[config.mk]
export PLATFORM = sky130hd
export DESIGN_NAME = dns_query_packet_builder
export DESIGN_NICKNAME = d
export VERILOG_FILES = /design/src/dqb_pkg.sv /design/src/dqb_ram.sv /design/src/dqb_fifo.sv /design/src/dqb_front.sv /design/src/dqb_back.sv /design/src/dqb_pack.sv /design/src/dns_query_packet_builder.sv
export SDC_FILE = /design/constraint.sdc
export NUM_CORES = 1
export LEC_CHECK = 0
export BUFFER_PORTS_ARGS = -buffer_cell sky130_fd_sc_hd__buf_2
export CORE_UTILIZATION = 26
export DETAILED_ROUTE_END_ITERATION = 7
export GPL_ROUTABILITY_DRIVEN = 0
export PLACE_DENSITY_LB_ADDON = 0.12
export SLEW_MARGIN = 20
export SYNTH_ARGS = -nofsm -noshare
export SYNTH_HDL_FRONTEND = slang
export SYNTH_SLANG_ARGS = --single-unit
[constraint.sdc]
create_clock -name i_clk -period 4.15 [get_ports i_clk]
set_clock_uncertainty 0.2 [all_clocks]
set_input_delay 0.83 -clock i_clk [delete_from_list [all_inputs] [get_ports i_clk]]
set_output_delay 0.83 -clock i_clk [all_outputs]
set_load 0.05 [all_outputs]
[src/dqb_pkg.sv]
`timescale 1ns / 1ps
package dqb_pkg;

    localparam int MAX_LABEL = 63;
    localparam int CNT_W     = $clog2(MAX_LABEL + 1);
    localparam int ADDR_W    = (MAX_LABEL > 1) ? $clog2(MAX_LABEL) : 1;
    localparam int IDX_W     = (CNT_W > 4) ? CNT_W : 4;

    localparam int FQ_DEPTH  = 2;
    localparam int FQ_AW     = $clog2(FQ_DEPTH);

    localparam logic [7:0] DOT_CHAR  = 8'h2E;
    localparam logic [7:0] TERM_BYTE = 8'h00;

    localparam logic [3:0] HDR_LAST  = 4'd11;
    localparam logic [2:0] TAIL_LAST = 3'd4;

    // command kinds
    localparam logic [1:0] KIND_CHAR = 2'd0;
    localparam logic [1:0] KIND_DOT  = 2'd1;
    localparam logic [1:0] KIND_END  = 2'd2;

    // configuration register indexes
    localparam logic REG_QUERY_ID   = 1'b0;
    localparam logic REG_QUERY_TYPE = 1'b1;

    typedef struct packed {
        logic       mode;
        logic [7:0] name_byte;
    } t_in;

    typedef struct packed {
        logic [7:0] byte_first;
        logic [7:0] byte_second;
        logic       second_valid;
        logic       run_last;
        logic       packet_last;
        logic       label_overflow;
    } t_out;

    typedef struct packed {
        logic       hdr;
        logic [1:0] kind;
        logic [7:0] ch;
    } t_cmd;

    typedef struct packed {
        logic [7:0] cbyte;
        logic       from_ram;
        logic       last;
        logic       pkt_end;
        logic       ovf;
    } t_desc;

    typedef struct packed {
        logic              we;
        logic [ADDR_W-1:0] waddr;
        logic [7:0]        wdata;
        logic              re;
        logic [ADDR_W-1:0] raddr;
    } t_ram_req;

    function automatic logic [7:0] hdr_byte(input logic [3:0] idx, input logic [15:0] id);
        logic [7:0] b;
        case (idx)
            4'd0:    b = id[15:8];
            4'd1:    b = id[7:0];
            4'd2:    b = 8'h01;
            4'd5:    b = 8'h01;
            default: b = 8'h00;
        endcase
        return b;
    endfunction

    function automatic logic [7:0] tail_byte(input logic [2:0] idx, input logic [15:0] qtype);
        logic [7:0] b;
        case (idx)
            3'd0:    b = TERM_BYTE;
            3'd1:    b = qtype[15:8];
            3'd2:    b = qtype[7:0];
            3'd4:    b = 8'h01;
            default: b = 8'h00;
        endcase
        return b;
    endfunction

endpackage

[src/dqb_ram.sv]
`timescale 1ns / 1ps
module dqb_ram #(
    parameter int WIDTH = 8,
    parameter int DEPTH = 63,
    parameter int AW    = (DEPTH > 1) ? $clog2(DEPTH) : 1
) (
    input  logic             i_clk,
    input  logic             i_we,
    input  logic [AW-1:0]    i_waddr,
    input  logic [WIDTH-1:0] i_wdata,
    input  logic             i_re,
    input  logic [AW-1:0]    i_raddr,
    output logic [WIDTH-1:0] o_rdata
);

    logic [WIDTH-1:0] r_mem [DEPTH];
    logic [WIDTH-1:0] r_q;

    always_ff @(posedge i_clk) begin
        if (i_we) begin
            r_mem[i_waddr] <= i_wdata;
        end
        if (i_re) begin
            r_q <= r_mem[i_raddr];
        end
    end

    assign o_rdata = r_q;

endmodule

[src/dqb_fifo.sv]
`timescale 1ns / 1ps
module dqb_fifo import dqb_pkg::*; (
    input  logic i_clk,
    input  logic i_rst_n,
    input  logic i_wr,
    input  t_cmd i_wdata,
    output logic o_full,
    input  logic i_rd,
    output t_cmd o_rdata,
    output logic o_empty
);

    t_cmd             r_mem [FQ_DEPTH];
    logic [FQ_AW-1:0] r_wp;
    logic [FQ_AW-1:0] r_rp;
    logic [FQ_AW:0]   r_cnt;

    logic do_wr;
    logic do_rd;

    assign o_full  = (r_cnt == (FQ_AW + 1)'(FQ_DEPTH));
    assign o_empty = (r_cnt == '0);
    assign o_rdata = r_mem[r_rp];
    assign do_wr   = i_wr && !o_full;
    assign do_rd   = i_rd && !o_empty;

    always_ff @(posedge i_clk) begin
        if (do_wr) begin
            r_mem[r_wp] <= i_wdata;
        end
    end

    always_ff @(posedge i_clk) begin
        if (!i_rst_n) begin
            r_wp  <= '0;
            r_rp  <= '0;
            r_cnt <= '0;
        end else begin
            if (do_wr) begin
                r_wp <= r_wp + FQ_AW'(1);
            end
            if (do_rd) begin
                r_rp <= r_rp + FQ_AW'(1);
            end
            case ({do_wr, do_rd})
                2'b10:   r_cnt <= r_cnt + (FQ_AW + 1)'(1);
                2'b01:   r_cnt <= r_cnt - (FQ_AW + 1)'(1);
                default: r_cnt <= r_cnt;
            endcase
        end
    end

endmodule

[src/dqb_front.sv]
`timescale 1ns / 1ps
module dqb_front import dqb_pkg::*; (
    input  logic i_clk,
    input  logic i_rst_n,
    input  logic i_in_valid,
    input  t_in  i_in_data,
    output logic o_in_ready,
    output logic o_wr,
    output t_cmd o_cmd,
    input  logic i_full
);

    logic r_hdr_sent;
    logic accept;

    assign o_in_ready = !i_full;
    assign accept     = i_in_valid && !i_full;
    assign o_wr       = accept;

    always_comb begin
        o_cmd.hdr = !r_hdr_sent;
        o_cmd.ch  = i_in_data.name_byte;
        if (i_in_data.mode) begin
            o_cmd.kind = KIND_END;
        end else if (i_in_data.name_byte == DOT_CHAR) begin
            o_cmd.kind = KIND_DOT;
        end else begin
            o_cmd.kind = KIND_CHAR;
        end
    end

    // the word after an end marker opens a new packet
    always_ff @(posedge i_clk) begin
        if (!i_rst_n) begin
            r_hdr_sent <= 1'b0;
        end else if (accept) begin
            r_hdr_sent <= !i_in_data.mode;
        end
    end

endmodule

[src/dqb_back.sv]
`timescale 1ns / 1ps
module dqb_back import dqb_pkg::*; (
    input  logic        i_clk,
    input  logic        i_rst_n,
    input  t_cmd        i_cmd,
    input  logic        i_cmd_valid,
    output logic        o_cmd_pop,
    input  logic [15:0] i_query_id,
    input  logic [15:0] i_query_type,
    output t_desc       o_desc,
    output logic        o_desc_valid,
    input  logic        i_desc_ready,
    output t_ram_req    o_ram
);

    localparam logic [2:0] S_IDLE = 3'd0;
    localparam logic [2:0] S_HDR  = 3'd1;
    localparam logic [2:0] S_LEN  = 3'd2;
    localparam logic [2:0] S_LBL  = 3'd3;
    localparam logic [2:0] S_TAIL = 3'd4;

    logic [2:0]       r_state, n_state;
    logic [IDX_W-1:0] r_idx,   n_idx;
    logic [CNT_W-1:0] r_cnt,   n_cnt;
    logic             r_ovf,   n_ovf;

    logic             do_store;
    logic             is_dot;
    logic [IDX_W-1:0] idx_next;
    logic             lbl_end;

    assign is_dot   = (i_cmd.kind == KIND_DOT);
    assign idx_next = r_idx + IDX_W'(1);
    assign lbl_end  = (idx_next == IDX_W'(r_cnt));

    always_comb begin
        n_state      = r_state;
        n_idx        = r_idx;
        n_cnt        = r_cnt;
        n_ovf        = r_ovf;
        do_store     = 1'b0;
        o_cmd_pop    = 1'b0;
        o_desc_valid = 1'b0;
        o_desc       = '{cbyte: 8'h00, from_ram: 1'b0, last: 1'b0,
                         pkt_end: (i_cmd.kind == KIND_END), ovf: r_ovf};
        o_ram        = '{we: 1'b0, waddr: r_cnt[ADDR_W-1:0], wdata: i_cmd.ch,
                         re: 1'b0, raddr: r_idx[ADDR_W-1:0]};

        case (r_state)
            S_IDLE: begin
                if (i_cmd_valid) begin
                    if (i_cmd.hdr) begin
                        n_ovf   = 1'b0;
                        n_cnt   = '0;
                        n_idx   = '0;
                        n_state = S_HDR;
                    end else if (i_cmd.kind == KIND_CHAR) begin
                        do_store  = 1'b1;
                        o_cmd_pop = 1'b1;
                    end else begin
                        n_state = S_LEN;
                    end
                end
            end
            S_HDR: begin
                o_desc_valid = 1'b1;
                o_desc.cbyte = hdr_byte(r_idx[3:0], i_query_id);
                o_desc.last  = (r_idx[3:0] == HDR_LAST) && (i_cmd.kind == KIND_CHAR);
                if (i_desc_ready) begin
                    if (r_idx[3:0] == HDR_LAST) begin
                        if (i_cmd.kind == KIND_CHAR) begin
                            do_store  = 1'b1;
                            o_cmd_pop = 1'b1;
                            n_state   = S_IDLE;
                        end else begin
                            n_state = S_LEN;
                        end
                    end else begin
                        n_idx = idx_next;
                    end
                end
            end
            S_LEN: begin
                o_desc_valid = 1'b1;
                o_desc.cbyte = 8'(r_cnt);
                o_desc.last  = is_dot && (r_cnt == '0);
                if (i_desc_ready) begin
                    n_idx = '0;
                    if (r_cnt != '0) begin
                        n_state = S_LBL;
                    end else if (is_dot) begin
                        o_cmd_pop = 1'b1;
                        n_state   = S_IDLE;
                    end else begin
                        n_state = S_TAIL;
                    end
                end
            end
            S_LBL: begin
                o_desc_valid    = 1'b1;
                o_desc.from_ram = 1'b1;
                o_desc.last     = is_dot && lbl_end;
                o_ram.re        = i_desc_ready;
                if (i_desc_ready) begin
                    if (lbl_end) begin
                        n_cnt = '0;
                        n_idx = '0;
                        if (is_dot) begin
                            o_cmd_pop = 1'b1;
                            n_state   = S_IDLE;
                        end else begin
                            n_state = S_TAIL;
                        end
                    end else begin
                        n_idx = idx_next;
                    end
                end
            end
            S_TAIL: begin
                o_desc_valid = 1'b1;
                o_desc.cbyte = tail_byte(r_idx[2:0], i_query_type);
                o_desc.last  = (r_idx[2:0] == TAIL_LAST);
                if (i_desc_ready) begin
                    if (r_idx[2:0] == TAIL_LAST) begin
                        o_cmd_pop = 1'b1;
                        n_state   = S_IDLE;
                    end else begin
                        n_idx = idx_next;
                    end
                end
            end
            default: begin
                n_state = S_IDLE;
            end
        endcase

        // store a label character, or drop it and flag the overflow
        if (do_store) begin
            if (r_cnt < CNT_W'(MAX_LABEL)) begin
                o_ram.we = 1'b1;
                n_cnt    = r_cnt + CNT_W'(1);
            end else begin
                n_ovf = 1'b1;
            end
        end
    end

    always_ff @(posedge i_clk) begin
        if (!i_rst_n) begin
            r_state <= S_IDLE;
            r_idx   <= '0;
            r_cnt   <= '0;
            r_ovf   <= 1'b0;
        end else begin
            r_state <= n_state;
            r_idx   <= n_idx;
            r_cnt   <= n_cnt;
            r_ovf   <= n_ovf;
        end
    end

endmodule

[src/dqb_pack.sv]
`timescale 1ns / 1ps
module dqb_pack import dqb_pkg::*; (
    input  logic       i_clk,
    input  logic       i_rst_n,
    input  t_desc      i_desc,
    input  logic       i_desc_valid,
    output logic       o_desc_ready,
    input  logic [7:0] i_ram_q,
    output logic       o_out_valid,
    input  logic       i_out_ready,
    output t_out       o_out_data
);

    logic       r_b_valid;
    t_desc      r_b;
    logic       r_have_first;
    logic [7:0] r_first;
    logic       r_out_valid;
    t_out       r_out;

    logic [7:0] cur_byte;
    logic       need_emit;
    logic       out_free;
    logic       b_take;
    t_out       n_out;

    assign cur_byte     = r_b.from_ram ? i_ram_q : r_b.cbyte;
    assign need_emit    = r_have_first || r_b.last;
    assign out_free     = !r_out_valid || i_out_ready;
    assign b_take       = r_b_valid && (!need_emit || out_free);
    assign o_desc_ready = !r_b_valid || b_take;
    assign o_out_valid  = r_out_valid;
    assign o_out_data   = r_out;

    always_comb begin
        n_out.run_last       = r_b.last;
        n_out.packet_last    = r_b.last && r_b.pkt_end;
        n_out.label_overflow = r_b.ovf;
        if (r_have_first) begin
            n_out.byte_first   = r_first;
            n_out.byte_second  = cur_byte;
            n_out.second_valid = 1'b1;
        end else begin
            n_out.byte_first   = cur_byte;
            n_out.byte_second  = 8'h00;
            n_out.second_valid = 1'b0;
        end
    end

    always_ff @(posedge i_clk) begin
        if (o_desc_ready && i_desc_valid) begin
            r_b <= i_desc;
        end
        if (b_take && !need_emit) begin
            r_first <= cur_byte;
        end
        if (b_take && need_emit) begin
            r_out <= n_out;
        end
    end

    always_ff @(posedge i_clk) begin
        if (!i_rst_n) begin
            r_b_valid    <= 1'b0;
            r_have_first <= 1'b0;
            r_out_valid  <= 1'b0;
        end else begin
            if (o_desc_ready) begin
                r_b_valid <= i_desc_valid;
            end
            if (b_take) begin
                r_have_first <= !need_emit;
            end
            if (b_take && need_emit) begin
                r_out_valid <= 1'b1;
            end else if (i_out_ready) begin
                r_out_valid <= 1'b0;
            end
        end
    end

endmodule

[src/dns_query_packet_builder.sv]
`timescale 1ns / 1ps
// DNS query packet builder.
// Input channel (i_in_valid / o_in_ready, i_in_data): one host name character
// per word, or an end marker (mode = 1). Output channel (o_out_valid /
// i_out_ready, o_out_data): packet bytes two per word, with run_last on the
// last word caused by an input word and packet_last on the last word of a packet.
// Config port (i_cfg_we, i_cfg_idx, i_cfg_data) sets query id and query type;
// write it only while the block is idle.
// Throughput: a word that emits packet bytes holds the back end while they go out,
// one byte per cycle while the packer accepts, set by the single read port of the
// label store. A two-entry command queue lets the front keep accepting while the
// back end flushes.
// Reset clears the queue, the header and overflow flags and the label count;
// query id resets to 0 and query type to 1. A stalled receiver holds the
// output word; the back end then stops and the queue fills, dropping o_in_ready.
module dns_query_packet_builder import dqb_pkg::*; (
    input  logic        i_clk,
    input  logic        i_rst_n,
    input  logic        i_in_valid,
    output logic        o_in_ready,
    input  t_in         i_in_data,
    output logic        o_out_valid,
    input  logic        i_out_ready,
    output t_out        o_out_data,
    input  logic        i_cfg_we,
    input  logic        i_cfg_idx,
    input  logic [15:0] i_cfg_data
);

    logic [15:0] r_query_id;
    logic [15:0] r_query_type;

    logic     fq_wr;
    t_cmd     fq_wdata;
    logic     fq_full;
    logic     fq_pop;
    t_cmd     fq_head;
    logic     fq_empty;
    t_desc    desc;
    logic     desc_valid;
    logic     desc_ready;
    t_ram_req ram_req;
    logic [7:0] ram_q;

    always_ff @(posedge i_clk) begin
        if (!i_rst_n) begin
            r_query_id   <= 16'h0000;
            r_query_type <= 16'h0001;
        end else if (i_cfg_we) begin
            case (i_cfg_idx)
                REG_QUERY_ID:   r_query_id   <= i_cfg_data;
                REG_QUERY_TYPE: r_query_type <= i_cfg_data;
                default:        r_query_id   <= r_query_id;
            endcase
        end
    end

    dqb_front u_front (
        .i_clk      (i_clk),
        .i_rst_n    (i_rst_n),
        .i_in_valid (i_in_valid),
        .i_in_data  (i_in_data),
        .o_in_ready (o_in_ready),
        .o_wr       (fq_wr),
        .o_cmd      (fq_wdata),
        .i_full     (fq_full)
    );

    dqb_fifo u_fifo (
        .i_clk   (i_clk),
        .i_rst_n (i_rst_n),
        .i_wr    (fq_wr),
        .i_wdata (fq_wdata),
        .o_full  (fq_full),
        .i_rd    (fq_pop),
        .o_rdata (fq_head),
        .o_empty (fq_empty)
    );

    dqb_back u_back (
        .i_clk        (i_clk),
        .i_rst_n      (i_rst_n),
        .i_cmd        (fq_head),
        .i_cmd_valid  (!fq_empty),
        .o_cmd_pop    (fq_pop),
        .i_query_id   (r_query_id),
        .i_query_type (r_query_type),
        .o_desc       (desc),
        .o_desc_valid (desc_valid),
        .i_desc_ready (desc_ready),
        .o_ram        (ram_req)
    );

    dqb_ram #(
        .WIDTH (8),
        .DEPTH (MAX_LABEL),
        .AW    (ADDR_W)
    ) u_label_ram (
        .i_clk   (i_clk),
        .i_we    (ram_req.we),
        .i_waddr (ram_req.waddr),
        .i_wdata (ram_req.wdata),
        .i_re    (ram_req.re),
        .i_raddr (ram_req.raddr),
        .o_rdata (ram_q)
    );

    dqb_pack u_pack (
        .i_clk        (i_clk),
        .i_rst_n      (i_rst_n),
        .i_desc       (desc),
        .i_desc_valid (desc_valid),
        .o_desc_ready (desc_ready),
        .i_ram_q      (ram_q),
        .o_out_valid  (o_out_valid),
        .i_out_ready  (i_out_ready),
        .o_out_data   (o_out_data)
    );

endmodule

==> impl_metrics.json <==
{
  "status": "complete, no violations",
  "tightest_slew_ns": 0.991,
  "vias": 12929,
  "grt_pass1_wl_mm": 97.3,
  "cts_hold_buf": 0,
  "ios": 53,
  "postCtsSetupBuffers": 0,
  "numCtsBuffers": 73,
  "syn_avg_cell_area_um2": 18.4,
  "hold_end": "u_pack.o_out_data[0]",
  "grt_antenna_before_repair": 1,
  "hold_violations": 0,
  "clockBufferDepth": 3,
  "cts_resized": 0,
  "synth_edf_count": 574,
  "synthFlopType": "edfxtp_1",
  "clk_latency_ns": 0.61,
  "synth_top_cell_area_share_pct": 68.4,
  "post-route-min-period_ns": 3.53,
  "syn-num-nets": 1405,
  "hold_class": "reg -> reg",
  "ant_nets": 0,
  "wirelength_mm": 66.9,
  "r2r-start": "u_back.r_cnt[4]",
  "ys_seq_area_share_pct": 73.0,
  "timing.critical_path.fanout_max": 9,
  "syn_inst": 1367,
  "worst_ep_required_time_ns": 4.47,
  "cts_tree": "done",
  "core-area_mm2": 0.0954,
  "fin_nets": 1549,
  "die_area_mm2": 0.0981,
  "grt_use_total_pct": 13.7,
  "yosysTopAreaCell": "edfxtp_1",
  "area_growth_syn_to_layout_pct": 17.8,
  "grt_overflow": 0,
  "yosys_warnings": 0,
  "path_cells": "or3_1 > nor3b_1 > a211oi_1 > nor2b_1 > a221o_1 > ha_1 > or3_1 > a21oi_1",
  "initial_core_util_pct": 26.4,
  "first_pass_iters": 5,
  "drv_slew": 0,
  "drc_errors": 0,
  "slew_headroom_pct": 33.6,
  "netlist_area_mm2": 0.0252,
  "detail_route.vias_per_cell": 4.57,
  "max_stage_delay_ns": 0.79,
  "fmax_mhz": 283,
  "grt_max_degree": 118,
  "dieHeight_um": 313,
  "cts_max_level": 3,
  "peakVddDrop_mv": 0.271,
  "drtIter0Drc": 796,
  "synth-seq-cells": 631,
  "start_kind": "flop",
  "power_leakage_nw": 9.14,
  "synthTopCellsByArea": "edfxtp_1 (68%), mux4_2 (14%), dfxtp_1 (4.5%), nor2_1 (1.4%), nand2_1 (1.4%)",
  "r2r_setup_slack_ns": 0.62,
  "clk_pin_slew_ns": 0.06,
  "drive_above_1_share_pct": 28.1,
  "grt_pass1_vias": 13421,
  "crit_type": "reg -> reg",
  "n_fill_cell": 9336,
  "critical_path_arrival_ns": 3.85,
  "worst_path_max_delay_cell": "nor3b_1",
  "avgRoutedWirePerCell_um": 23.6,
  "p_total_w": 0.0165,
  "synthArstFlopShare_pct": 0,
  "worstHoldStart": "u_pack.n_out[0]",
  "cp-startpoint": "u_back.r_cnt[4]",
  "yosysUniqueCellTypes": 59,
  "cap_viol_max_count": 0,
  "port_buffers": 52,
  "rsz0062_at_grt": "no",
  "rr_endpoint": "u_fifo.r_cnt[1]",
  "cts.sinks": 631,
  "die-width_um": 313,
  "period_share_pct": 85.0,
  "power_density_mw_per_mm2": 555,
  "fin_tns_setup_ns": 0,
  "cpMostUsedCell": "or3_1",
  "worstSetupEndpointType": "flop",
  "finalSetupViolCount": 0,
  "fp-row-count": 113,
  "root_buffer": "clkbuf_16",
  "hold_depth": 0,
  "reg2reg_depth": 8,
  "hpwlAfterDp_mm": 42.9
}
[logic make-up (layout without fill, tap and decap cells)]
logic type               after synthesis  after routing  share of synthesized area, %
AND/OR/NAND/NOR                      279            279                          5.06
AO/OA/AOI/OAI                        149            149                          4.01
adder cells (fa/ha/maj)                7              7                         0.348
multiplexers                         189            189                          15.2
buffers and inverters                 97            293                          1.91
other                                  0              2                             0
XOR/XNOR                              15             15                         0.522
flip-flops                           631            631                          73.0
[cell type report]
class	instances	area (um2)	share of cell area (%)
flip-flops and latches	631	18400	62.0
multi-input cells	639	6350	21.4
clock buffers	92	1960	6.61
well taps	1265	1580	5.33
repair buffers	151	1040	3.51
clock inverters	35	287	0.966
inverters	15	56.3	0.190
diodes	2	5.00	0.0169
[critical path, delay by kind of cell, from the launching register on]
family | cells | cell delay (ns)
DFF | 1 | 0.43
and+or+nand+nor | 4 | 1.92
adders and majority gates | 1 | 0.29
AOI/OAI and AO/OA | 3 | 0.58
[cells in the mapped netlist (12+ instances only)]
cell      number
edfxtp_1     574
mux4_2       152
nor2_1        96
nand2_1       92
dfxtp_1       57
a21oi_1       48
clkbuf_1      38
mux2_2        25
o21ai_0       20
a22oi_1       17
buf_1         17
and2_1        16
nand3_1       16
buf_2         15
inv_1         15
a22o_1        13
mux2i_1       12
[layer usage]
layer | share of wire (%) | routed length (um) | global-route usage [%]
met1 | 45 | 30300 | 18.7
met2 | 49 | 33000 | 22.9
met3 | 3.5 | 2370 | 2.20
met4 | 1.8 | 1190 | 3.40
met5 | 0 | 0 | 0
[stage by stage]
step	std cells	cell area, um2	setup WS (ns)	hold slack [ns]	utilization [%]
6_report	2830	29700	0.621	0.224	31.1
5_1_grt	2828	29700	0.427	0.207	31.1
3_5_place_dp	2701	27400	0.631	0.215	28.7
3_3_place_gp	2701	27400	0.617	0.206	28.7
2_1_floorplan	1367	25200	0.677	0.200	-
4_1_cts	2828	29700	0.591	0.184	31.1
[layout by cell type (no fill, tap or decap), types with 8 or more instances in the layout]
master / n
a22o_1: 13
nor2_1: 95
nor3_1: 8
clkinv_1: 13
inv_1: 15
edfxtp_1: 574
o21ai_0: 20
and2_1: 16
clkbuf_1: 14
o211ai_1: 8
or3_1: 8
nand2b_1: 9
nand3_1: 16
a221o_1: 9
clkbuf_16: 75
mux2i_1: 12
buf_2: 52
a21oi_1: 48
mux2_2: 22
xnor2_1: 9
o22ai_1: 8
dfxtp_1: 53
a22oi_1: 17
buf_4: 96
mux4_2: 152
clkinv_2: 14
nand2_1: 92
[report_power, final]
part           switching, W  total [W]  internal (W)
Clock               0.00252    0.00611       0.00359
Combinational       0.00172    0.00278       0.00106
Sequential         0.000132    0.00757       0.00744
[flip-flops by register name (all words and copies together) (netlist names), 3 cells and up, named ones only]
| name | cells |
|---|---|
| u_label_ram.o_rdata | 8 |
| r_query_id | 16 |
| u_pack.r_b | 10 |
| u_back.r_cnt | 6 |
| u_pack.r_first | 8 |
| u_fifo.r_mem | 22 |
| u_back.r_idx | 6 |
| u_pack.o_out_data | 20 |
| u_label_ram.r_mem | 504 |
| u_back.r_state | 3 |
| r_query_type | 16 |
[worst max path at each step]
| stage | endpoint |
|---|---|
| 2_1_floorplan | u_fifo.r_cnt[1] |
| 3_3_place_gp | u_fifo.r_cnt[1] |
| 3_5_place_dp | u_fifo.r_cnt[1] |
| 4_1_cts | u_fifo.r_cnt[1] |
| 5_1_grt | u_fifo.r_cnt[1] |
| 6_report | u_fifo.r_cnt[1] |
No activity file was read; power rests on OpenSTA's default activity.
